`src/hw/rtl/assert_macros.svh`:
```
// Assertion helpers used by rational_arithmetic_unit.sv.
// Each macro expects signals named clk and rst in the enclosing scope.
`ifndef ASSERT_MACROS_SVH
`define ASSERT_MACROS_SVH

// An expression that must hold at every clock edge out of reset.
`define ASSERT_ALWAYS(label, expr, msg) \
  label: assert property (@(posedge clk) disable iff (rst) (expr)) else $error(msg);

// An implication checked in the same cycle.
`define ASSERT_IMPLIES(label, ante, cons, msg) \
  label: assert property (@(posedge clk) disable iff (rst) (ante) |-> (cons)) else $error(msg);

`endif

```
`src/hw/rtl/rau_pkg.sv`:
```
`timescale 1ns / 1ps
package rau_pkg;

  localparam int OPERAND_BITS_DEF = 16;
  localparam int NUM_BITS = 33;
  localparam int DEN_BITS = 31;

  typedef enum logic [1:0] {
    OP_ADD = 2'd0,
    OP_SUB = 2'd1,
    OP_MUL = 2'd2,
    OP_DIV = 2'd3
  } op_t;

  typedef enum logic [1:0] {
    ST_OK       = 2'd0,
    ST_ZERO_DEN = 2'd1,
    ST_DIV_ZERO = 2'd2
  } status_t;

endpackage

```
`src/hw/rtl/rau_if.sv`:
```
`timescale 1ns / 1ps
// Request channel: operation code and two signed fractions.
interface rau_req_if #(
  parameter int OPERAND_BITS = rau_pkg::OPERAND_BITS_DEF
);
  logic                           valid;
  logic                           ready;
  logic [1:0]                     operation;
  logic signed [OPERAND_BITS-1:0] a_num;
  logic signed [OPERAND_BITS-1:0] a_den;
  logic signed [OPERAND_BITS-1:0] b_num;
  logic signed [OPERAND_BITS-1:0] b_den;

  modport source (output valid, operation, a_num, a_den, b_num, b_den, input ready);
  modport sink (input valid, operation, a_num, a_den, b_num, b_den, output ready);
endinterface

// Response channel: reduced fraction and flags.
interface rau_rsp_if;
  import rau_pkg::*;
  logic                       valid;
  logic                       ready;
  logic signed [NUM_BITS-1:0] result_num;
  logic [DEN_BITS-1:0]        result_den;
  logic                       is_whole;
  logic [1:0]                 status;

  modport source (output valid, result_num, result_den, is_whole, status, input ready);
  modport sink (input valid, result_num, result_den, is_whole, status, output ready);
endinterface

```
`src/hw/rtl/rau_mul.sv`:
```
`timescale 1ns / 1ps
// Sign-magnitude multiplier with a registered product.
module rau_mul #(
  parameter int OPERAND_BITS = rau_pkg::OPERAND_BITS_DEF
) (
  input  logic                      clk,
  input  logic [OPERAND_BITS-1:0]   x_mag,
  input  logic                      x_neg,
  input  logic [OPERAND_BITS-1:0]   y_mag,
  input  logic                      y_neg,
  output logic [2*OPERAND_BITS-1:0] p_mag,
  output logic                      p_neg
);
  import rau_pkg::*;

  // A zero product never carries a sign.
  always_ff @(posedge clk) begin
    p_mag <= (2*OPERAND_BITS)'(x_mag) * (2*OPERAND_BITS)'(y_mag);
    p_neg <= (x_neg ^ y_neg) && (x_mag != '0) && (y_mag != '0);
  end

endmodule

```
`src/hw/rtl/rau_div.sv`:
```
`timescale 1ns / 1ps
// Restoring divider, one quotient bit per cycle.
module rau_div #(
  parameter int WIDTH = 2 * rau_pkg::OPERAND_BITS_DEF
) (
  input  logic             clk,
  input  logic             rst,
  input  logic             start,
  input  logic [WIDTH-1:0] dividend,
  input  logic [WIDTH-1:0] divisor,
  output logic             done,
  output logic [WIDTH-1:0] quot,
  output logic [WIDTH-1:0] rem
);
  import rau_pkg::*;

  localparam int CW = $clog2(WIDTH + 1);

  logic [CW-1:0]    cnt;
  logic             busy;
  logic [WIDTH-1:0] dvs;
  logic [WIDTH:0]   shifted;
  logic [WIDTH:0]   diff;
  logic             ge;

  assign shifted = {rem, quot[WIDTH-1]};
  assign ge      = shifted >= {1'b0, dvs};
  assign diff    = shifted - {1'b0, dvs};

  always_ff @(posedge clk) begin
    if (rst) begin
      busy <= 1'b0;
      done <= 1'b0;
      cnt  <= '0;
    end else begin
      done <= 1'b0;
      if (start) begin
        busy <= 1'b1;
        cnt  <= CW'(WIDTH);
      end else if (busy) begin
        cnt <= cnt - 1'b1;
        if (cnt == CW'(1)) begin
          busy <= 1'b0;
          done <= 1'b1;
        end
      end
    end
  end

  always_ff @(posedge clk) begin
    if (start) begin
      quot <= dividend;
      rem  <= '0;
      dvs  <= divisor;
    end else if (busy) begin
      quot <= {quot[WIDTH-2:0], ge};
      rem  <= ge ? diff[WIDTH-1:0] : shifted[WIDTH-1:0];
    end
  end

endmodule

```
`src/hw/rtl/rational_arithmetic_unit.sv`:
```
`timescale 1ns / 1ps
//  Channel | Dir | Payload                                        | Transfer when
//  req     | in  | operation, a_num, a_den, b_num, b_den          | req.valid & req.ready
//  rsp     | out | result_num, result_den, is_whole, status       | rsp.valid & rsp.ready
//
// One item at a time: the request transfers, the shared multiplier forms the
// partial products and the adder their sum, then the shared divider (W = 2 *
// OPERAND_BITS) runs one division per Euclid step and then the two final quotients,
// and the output register is loaded. Zero results and flagged items skip ahead.
// Reset is synchronous and active high; it clears the sequencer and rsp.valid.
// A stalled result sits in the output register while the next item is taken.
`include "assert_macros.svh"

module rational_arithmetic_unit #(
  parameter int OPERAND_BITS = rau_pkg::OPERAND_BITS_DEF
) (
  input logic       clk,
  input logic       rst,
  rau_req_if.sink   req,
  rau_rsp_if.source rsp
);
  import rau_pkg::*;

  // Full product width: magnitudes reach 2^(2B-2), their sum 2^(2B-1).
  localparam int W  = 2 * OPERAND_BITS;
  localparam int NW = (W > NUM_BITS) ? W : NUM_BITS;
  localparam int DW = (W > DEN_BITS) ? W : DEN_BITS;

  typedef enum logic [6:0] {
    S_IDLE = 7'b0000001,
    S_MUL  = 7'b0000010,
    S_SUM  = 7'b0000100,
    S_GCD  = 7'b0001000,
    S_QN   = 7'b0010000,
    S_QD   = 7'b0100000,
    S_OUT  = 7'b1000000
  } state_t;

  state_t state;
  op_t    op;
  logic   [1:0] cnt;
  logic   issued;

  // Operand magnitudes and signs, captured when the request transfers.
  logic [OPERAND_BITS-1:0] an_mag, ad_mag, bn_mag, bd_mag;
  logic                    an_neg, ad_neg, bn_neg, bd_neg;
  logic [OPERAND_BITS-1:0] an_raw, ad_raw, bn_raw, bd_raw;

  // Partial products, raw numerator/denominator, and the Euclid pair.
  logic [W-1:0] t0_mag, t1_mag, nmag, dmag, ga, gb;
  logic         t0_neg, t1_neg, nneg, dneg;
  status_t      status;

  // Shared multiplier.
  logic [OPERAND_BITS-1:0] mx_mag, my_mag;
  logic                    mx_neg, my_neg;
  logic [W-1:0]            p_mag;
  logic                    p_neg;

  // Shared divider.
  logic         div_start, div_done;
  logic [W-1:0] div_dividend, div_divisor, div_quot, div_rem;

  // Adder for add and subtract.
  logic         tb_neg;
  logic [W-1:0] sum_mag;
  logic         sum_neg;

  // Output formatting.
  logic          load_out;
  logic [NW-1:0] nm_ext, num_signed;
  logic [DW-1:0] dm_ext;

  // Terms used by the checks at the end.
  logic rsp_flagged, rsp_zero_frac, div_phase;

  assign an_raw = req.a_num;
  assign ad_raw = req.a_den;
  assign bn_raw = req.b_num;
  assign bd_raw = req.b_den;

  assign req.ready = (state == S_IDLE);

  // Operand pairs: step 0 gives the first numerator product, step 1 the
  // cross term for add and subtract, step 2 the denominator product.
  always_comb begin
    case (cnt)
      2'd0: begin
        mx_mag = an_mag;
        mx_neg = an_neg;
        my_mag = (op == OP_MUL) ? bn_mag : bd_mag;
        my_neg = (op == OP_MUL) ? bn_neg : bd_neg;
      end
      2'd1: begin
        mx_mag = bn_mag;
        mx_neg = bn_neg;
        my_mag = ad_mag;
        my_neg = ad_neg;
      end
      default: begin
        mx_mag = ad_mag;
        mx_neg = ad_neg;
        my_mag = (op == OP_DIV) ? bn_mag : bd_mag;
        my_neg = (op == OP_DIV) ? bn_neg : bd_neg;
      end
    endcase
  end

  rau_mul #(.OPERAND_BITS(OPERAND_BITS)) u_mul (
    .clk   (clk),
    .x_mag (mx_mag),
    .x_neg (mx_neg),
    .y_mag (my_mag),
    .y_neg (my_neg),
    .p_mag (p_mag),
    .p_neg (p_neg)
  );

  // Signed-magnitude add; subtract flips the cross term's sign; mul/div pass t0.
  always_comb begin
    tb_neg = t1_neg ^ ((op == OP_SUB) && (t1_mag != '0));
    if (!(op inside {OP_ADD, OP_SUB})) begin
      sum_mag = t0_mag;
      sum_neg = t0_neg;
    end else if (t0_neg == tb_neg) begin
      sum_mag = t0_mag + t1_mag;
      sum_neg = t0_neg;
    end else if (t0_mag >= t1_mag) begin
      sum_mag = t0_mag - t1_mag;
      sum_neg = t0_neg;
    end else begin
      sum_mag = t1_mag - t0_mag;
      sum_neg = tb_neg;
    end
  end

  // The divider serves the Euclid remainders and both final quotients.
  assign div_start = !issued &&
                     (((state == S_GCD) && (gb != '0)) || (state == S_QN) || (state == S_QD));
  assign div_dividend = (state == S_GCD) ? ga : ((state == S_QN) ? nmag : dmag);
  assign div_divisor  = (state == S_GCD) ? gb : ga;

  rau_div #(.WIDTH(W)) u_div (
    .clk      (clk),
    .rst      (rst),
    .start    (div_start),
    .dividend (div_dividend),
    .divisor  (div_divisor),
    .done     (div_done),
    .quot     (div_quot),
    .rem      (div_rem)
  );

  always_ff @(posedge clk) begin
    if (rst) begin
      state  <= S_IDLE;
      cnt    <= '0;
      issued <= 1'b0;
    end else begin
      case (state)
        S_IDLE: begin
          if (req.valid) begin
            cnt    <= '0;
            issued <= 1'b0;
            if ((ad_raw == '0) || (bd_raw == '0) ||
                ((op_t'(req.operation) == OP_DIV) && (bn_raw == '0))) begin
              state <= S_OUT;
            end else begin
              state <= S_MUL;
            end
          end
        end
        S_MUL: begin
          cnt <= cnt + 1'b1;
          if (cnt == 2'd3) begin
            state <= S_SUM;
          end
        end
        S_SUM: begin
          state <= (sum_mag == '0) ? S_OUT : S_GCD;
        end
        S_GCD: begin
          if (!issued) begin
            if (gb == '0) begin
              state <= S_QN;
            end else begin
              issued <= 1'b1;
            end
          end else if (div_done) begin
            issued <= 1'b0;
          end
        end
        S_QN: begin
          if (!issued) begin
            issued <= 1'b1;
          end else if (div_done) begin
            issued <= 1'b0;
            state  <= S_QD;
          end
        end
        S_QD: begin
          if (!issued) begin
            issued <= 1'b1;
          end else if (div_done) begin
            issued <= 1'b0;
            state  <= S_OUT;
          end
        end
        S_OUT: begin
          if (load_out) begin
            state <= S_IDLE;
          end
        end
        default: begin
          state <= S_IDLE;
        end
      endcase
    end
  end

  // Datapath registers.
  always_ff @(posedge clk) begin
    case (state)
      S_IDLE: begin
        op     <= op_t'(req.operation);
        an_neg <= an_raw[OPERAND_BITS-1];
        ad_neg <= ad_raw[OPERAND_BITS-1];
        bn_neg <= bn_raw[OPERAND_BITS-1];
        bd_neg <= bd_raw[OPERAND_BITS-1];
        an_mag <= an_raw[OPERAND_BITS-1] ? (~an_raw + 1'b1) : an_raw;
        ad_mag <= ad_raw[OPERAND_BITS-1] ? (~ad_raw + 1'b1) : ad_raw;
        bn_mag <= bn_raw[OPERAND_BITS-1] ? (~bn_raw + 1'b1) : bn_raw;
        bd_mag <= bd_raw[OPERAND_BITS-1] ? (~bd_raw + 1'b1) : bd_raw;
        // Flagged items leave as 0/1 with their status.
        nmag   <= '0;
        dmag   <= W'(1);
        nneg   <= 1'b0;
        dneg   <= 1'b0;
        if ((ad_raw == '0) || (bd_raw == '0)) begin
          status <= ST_ZERO_DEN;
        end else if ((op_t'(req.operation) == OP_DIV) && (bn_raw == '0)) begin
          status <= ST_DIV_ZERO;
        end else begin
          status <= ST_OK;
        end
      end
      S_MUL: begin
        case (cnt)
          2'd1: begin
            t0_mag <= p_mag;
            t0_neg <= p_neg;
          end
          2'd2: begin
            t1_mag <= p_mag;
            t1_neg <= p_neg;
          end
          2'd3: begin
            dmag <= p_mag;
            dneg <= p_neg;
          end
          default: begin
          end
        endcase
      end
      S_SUM: begin
        if (sum_mag == '0) begin
          // Zero result is 0/1 with no sign.
          nmag <= '0;
          nneg <= 1'b0;
          dmag <= W'(1);
          dneg <= 1'b0;
        end else begin
          nmag <= sum_mag;
          nneg <= sum_neg;
          ga   <= sum_mag;
          gb   <= dmag;
        end
      end
      S_GCD: begin
        if (issued && div_done) begin
          ga <= gb;
          gb <= div_rem;
        end
      end
      S_QN: begin
        if (issued && div_done) begin
          nmag <= div_quot;
        end
      end
      S_QD: begin
        if (issued && div_done) begin
          dmag <= div_quot;
        end
      end
      default: begin
      end
    endcase
  end

  // The output register frees the sequencer while a result waits.
  assign load_out   = (state == S_OUT) && (!rsp.valid || rsp.ready);
  assign nm_ext     = NW'(nmag);
  assign num_signed = (nneg ^ dneg) ? (~nm_ext + 1'b1) : nm_ext;
  assign dm_ext     = DW'(dmag);

  always_ff @(posedge clk) begin
    if (rst) begin
      rsp.valid <= 1'b0;
    end else if (load_out) begin
      rsp.valid <= 1'b1;
    end else if (rsp.ready) begin
      rsp.valid <= 1'b0;
    end
  end

  always_ff @(posedge clk) begin
    if (load_out) begin
      rsp.result_num <= num_signed[NUM_BITS-1:0];
      rsp.result_den <= dm_ext[DEN_BITS-1:0];
      rsp.is_whole   <= (dmag == W'(1)) && (status == ST_OK);
      rsp.status     <= status;
    end
  end

  assign rsp_flagged   = rsp.valid && (rsp.status != ST_OK);
  assign rsp_zero_frac = (rsp.result_num == '0) && (rsp.result_den == DEN_BITS'(1)) &&
                         !rsp.is_whole;
  assign div_phase     = issued && ((state == S_GCD) || (state == S_QN) || (state == S_QD));

  // A flagged result is always 0/1 and never whole.
  `ASSERT_IMPLIES(a_flag_zero, rsp_flagged, rsp_zero_frac, "flagged result is not 0/1")
  // The divider is never started on a zero divisor.
  `ASSERT_IMPLIES(a_div_nonzero, div_start, div_divisor != '0, "divider started with zero divisor")
  // A divider completion only arrives for a division the sequencer issued.
  `ASSERT_IMPLIES(a_div_done_issued, div_done, div_phase, "unexpected divider completion")

endmodule
```
`src/flat_wrapper.sv`:
```
// flat-port wrapper written by rule: the top's interface ports become plain ports
module rational_arithmetic_unit_flat import rau_pkg::*;
#(
  parameter int OPERAND_BITS = rau_pkg::OPERAND_BITS_DEF
)
  (clk, rst, req_valid, req_operation, req_a_num, req_a_den, req_b_num, req_b_den, req_ready, rsp_valid, rsp_result_num, rsp_result_den, rsp_is_whole, rsp_status, rsp_ready);
  rau_req_if #(.OPERAND_BITS(OPERAND_BITS)) req_i ();
  rau_rsp_if rsp_i ();
  input logic clk;
  input logic rst;
  input wire logic [$bits(req_i.valid)-1:0] req_valid;
  input wire logic [$bits(req_i.operation)-1:0] req_operation;
  input wire logic [$bits(req_i.a_num)-1:0] req_a_num;
  input wire logic [$bits(req_i.a_den)-1:0] req_a_den;
  input wire logic [$bits(req_i.b_num)-1:0] req_b_num;
  input wire logic [$bits(req_i.b_den)-1:0] req_b_den;
  output wire logic [$bits(req_i.ready)-1:0] req_ready;
  output wire logic [$bits(rsp_i.valid)-1:0] rsp_valid;
  output wire logic [$bits(rsp_i.result_num)-1:0] rsp_result_num;
  output wire logic [$bits(rsp_i.result_den)-1:0] rsp_result_den;
  output wire logic [$bits(rsp_i.is_whole)-1:0] rsp_is_whole;
  output wire logic [$bits(rsp_i.status)-1:0] rsp_status;
  input wire logic [$bits(rsp_i.ready)-1:0] rsp_ready;
  assign req_i.valid = req_valid;
  assign req_i.operation = req_operation;
  assign req_i.a_num = req_a_num;
  assign req_i.a_den = req_a_den;
  assign req_i.b_num = req_b_num;
  assign req_i.b_den = req_b_den;
  assign req_ready = req_i.ready;
  assign rsp_valid = rsp_i.valid;
  assign rsp_result_num = rsp_i.result_num;
  assign rsp_result_den = rsp_i.result_den;
  assign rsp_is_whole = rsp_i.is_whole;
  assign rsp_status = rsp_i.status;
  assign rsp_i.ready = rsp_ready;
  rational_arithmetic_unit #(.OPERAND_BITS(OPERAND_BITS)) u_core (.clk(clk), .rst(rst), .req(req_i), .rsp(rsp_i));
endmodule
```
`config.mk`:
```
export PLATFORM = sky130hd
export DESIGN_NAME = rational_arithmetic_unit_flat
export DESIGN_NICKNAME = d
export VERILOG_FILES = /design/src/hw/rtl/rau_pkg.sv /design/src/hw/rtl/rau_if.sv /design/src/hw/rtl/rau_mul.sv /design/src/hw/rtl/rau_div.sv /design/src/hw/rtl/rational_arithmetic_unit.sv /design/src/flat_wrapper.sv
export VERILOG_INCLUDE_DIRS = /design/src /design/src/hw/rtl
export SDC_FILE = /design/constraint.sdc
export NUM_CORES = 2
export LEC_CHECK = 0
export ABC_AREA = 1
export BUFFER_PORTS_ARGS = -buffer_cell sky130_fd_sc_hd__buf_2
export CAP_MARGIN = 20
export CORE_ASPECT_RATIO = 0.9
export CORE_MARGIN = 2
export CORE_UTILIZATION = 30
export DETAILED_ROUTE_END_ITERATION = 8
export SLEW_MARGIN = 20
export SYNTH_ARGS = -nofsm -noshare
export SYNTH_HDL_FRONTEND = slang
export SYNTH_HIERARCHICAL = 1
export SYNTH_SLANG_ARGS = --single-unit
```
`constraint.sdc`:
```
create_clock -name clk -period 8 [get_ports clk]
set_input_delay 0 -clock clk [delete_from_list [all_inputs] [get_ports clk]]
set_output_delay 0 -clock clk [all_outputs]
set_load 0.1 [all_outputs]
```
==> flow_summary.ini <==
[critical_path]
critical_path_class = flop to flop
reg2reg_depth = 24
crit_arrival_ns = 7.75
reg2reg_slack_ns = 0.74
path_max_fanout = 20
cp-start-kind = flop
crit_required_ns = 8.48
worstSetupEndpointType = flop

[synth]
async_reset_ff_frac = 0
synth-seq-area-share = 0.329
ys.flop_type = edfxtp_1
synth_top_area_share = 0.289
syn_area_um2 = 41500
syn_area_per_cell_um2 = 7.36
synth_warnings = 6
yosys-top-cells-area = edfxtp_1 (29%), nand2_1 (16%), inv_1 (10%)
ys_top_cells_by_count = nand2_1 (1816), inv_1 (1118), edfxtp_1 (399)
synth.most_common_cell = nand2_1
synth_cell_type_count = 54
synth_area_leader_cell = edfxtp_1
synth_fp_nets = 6149
syn_inst = 5640
synth_seq_cells = 483
synth_edf_count = 399

[clock_tree]
cts.reportedPaths.clkPinSlew_ns = 0.06
clkLatencyLatePin_ns = 0.68
cts_inserted_buffers = 54
cts_max_level = 2
cts_buffer_depth = 3
cts_sinks = 483
cts_setup_buffers = 0
cts_tree = built
clockRootBuffer = clkbuf_16
hold_buffers = 111
cts_resized = 0

[run_status]
status = complete, no violations

[timing]
slew_headroom = 0.267
slew_viol_final = 0
grt_setup_unrepaired = false
tightest_slew_ns = 1.10
setup_violations = 0
fmax_ghz = 0.138
fin_skew_ns = 0.0711
finalSetupTns_ns = 0
period_share = 0.908
timing.hold.ws_ns = 0.103
fin_crit_ns = 7.26
finalHoldViolCount = 0

[floorplanning]
die_area_um2 = 141000
core-area_um2 = 137000
initial_core_util = 0.302
die_h_um = 357
num_rows = 129
die_w_um = 396
io_pins = 139

[global_routing]
grt_overflow = 0
grt_pass1_wl_um = 220000
use_met3 = 0.0286
grt_max_degree = 90
use_met2 = 0.323
grt_pass1_vias = 36200
grt_util_met1 = 0.281
top_usage_layer = met2
track_usage = 0.203
antenna_found_initial = 7

[route]
totalWireLength_um = 146000
postRouteAntennaNets = 0
drt_pass1_iterations = 7
drc = 0
vias_per_cell = 4.84
drt_iter0_markers = 3787
via_count = 37100
wire_per_inst_um = 19.0

[cells_and_area]
drive_gt1_frac = 0.0687
fin_util = 0.342
area_growth_pct = 13.1
final_nets = 6302

[worst_hold_path]
min_path_cells = 2
hold_path_class = input port to flop

[placed_design]
place.gp.congestion = 1.02
port_buffers = 138
hpwl_um = 115000

[job]
maxCapViolCount = 0
per-layer routing:
metal | wire, um | vias to the layer above
met5 | 44 | -
met4 | 5520 | 6
met3 | 10900 | 245
met2 | 64500 | 1444
met1 | 65000 | 17600
li1 | - | 17800
worst max-delay path: stages (launching register included):
cell and delay (ns):
dfxtp_1 0.36, inv_1 0.09, ha_1 0.24, nor2_2 0.51, buf_4 0.35, a22oi_1 0.10, nand2_1 0.74, nand2_1 0.20
fa_1 0.55, fa_1 0.54, fa_1 0.52, inv_1 0.05, fa_1 0.47, fa_1 0.52, inv_1 0.05, fa_1 0.47
inv_1 0.04, ha_1 0.39, nand2_2 0.12, nor2_2 0.19, nand3_1 0.12, nand3_2 0.16, nand2_1 0.10, nand3_1 0.08
nand2_1 0.11
final timing paths:
| check | start | endpoint |
|---|---|---|
| max | u_core/cnt[0] | u_core/u_mul/p_mag[22] |
| min | req_a_den[0] | u_core/ad_mag[0] |
| max reg2reg | u_core/cnt[0] | u_core/u_mul/p_mag[22] |
| min reg2reg | u_core/status[0] | u_core/rsp.status[0] |
area by class of cell:
cell class,count,area (um^2)
flip-flops and latches,483,13700
fillers,14600,90400
multi-input cells,3821,22700
clock buffers,67,1450
inverters,1137,4270
clock inverters,33,379
well taps,1834,2290
diodes,2,5.00
repair buffers,296,2150
flip-flops by register name, summed over array words and instances (netlist names), 6 cells and up:
signal / cells
u_core/u_div/rem: 32
u_core/bd_mag: 16
u_core/t1_mag: 32
u_core/u_mul/p_mag: 32
u_core/u_div/dvs: 32
u_core/u_div/quot: 32
u_core/rsp.result_den: 31
u_core/t0_mag: 32
u_core/nmag: 32
u_core/ad_mag: 16
u_core/bn_mag: 16
u_core/u_div/cnt: 6
u_core/ga: 32
u_core/state: 7
u_core/dm_ext: 32
u_core/gb: 32
u_core/an_mag: 16
u_core/rsp.result_num: 33
kinds of logic (layout without fill, tap and decap cells):
logic type / count (synthesis) / after routing / share of synthesized area
fa+ha+maj: 439 / 439 / 0.168
buf+inv: 1336 / 1533 / 0.125
xor+xnor: 152 / 152 / 0.0321
flops: 483 / 483 / 0.329
other cells: 0 / 2 / 0
compound gates: 536 / 536 / 0.0728
simple gates: 2694 / 2694 / 0.272
placed cells by master (no fill, tap or decap), drive strengths merged, types with 3 or more instances in the layout:
cell / instances
a211oi: 3
a21boi: 5
a21o: 3
a21oi: 152
a22oi: 17
a31oi: 3
and2: 5
and3: 3
buf: 185
bufinv: 5
clkbuf: 67
clkinv: 27
clkinvlp: 4
dfxtp: 84
dlygate4sd3: 111
edfxtp: 399
fa: 198
ha: 241
inv: 1134
nand2: 1856
nand3: 298
nand3b: 24
nand4: 55
nor2: 356
nor3: 44
nor3b: 11
nor4: 29
o211ai: 27
o21ai: 259
o21bai: 17
o221ai: 13
o22ai: 30
o31ai: 4
or2: 11
xnor2: 48
xor2: 104
metrics by stage:
step / instances / setup slack [ns] / area (um^2)
2_1_floorplan: 5640 / 1.53 / 41500
3_3_place_gp: 7460 / 0.980 / 44000
3_5_place_dp: 7460 / 0.859 / 44000
4_1_cts: 7671 / 0.780 / 46900
5_1_grt: 7671 / 0.365 / 46900
6_report: 7673 / 0.737 / 46900
Power is left out: the tool's default activity adds up to more than one toggle a clock period on the data nets, which glitch-free logic cannot reach.
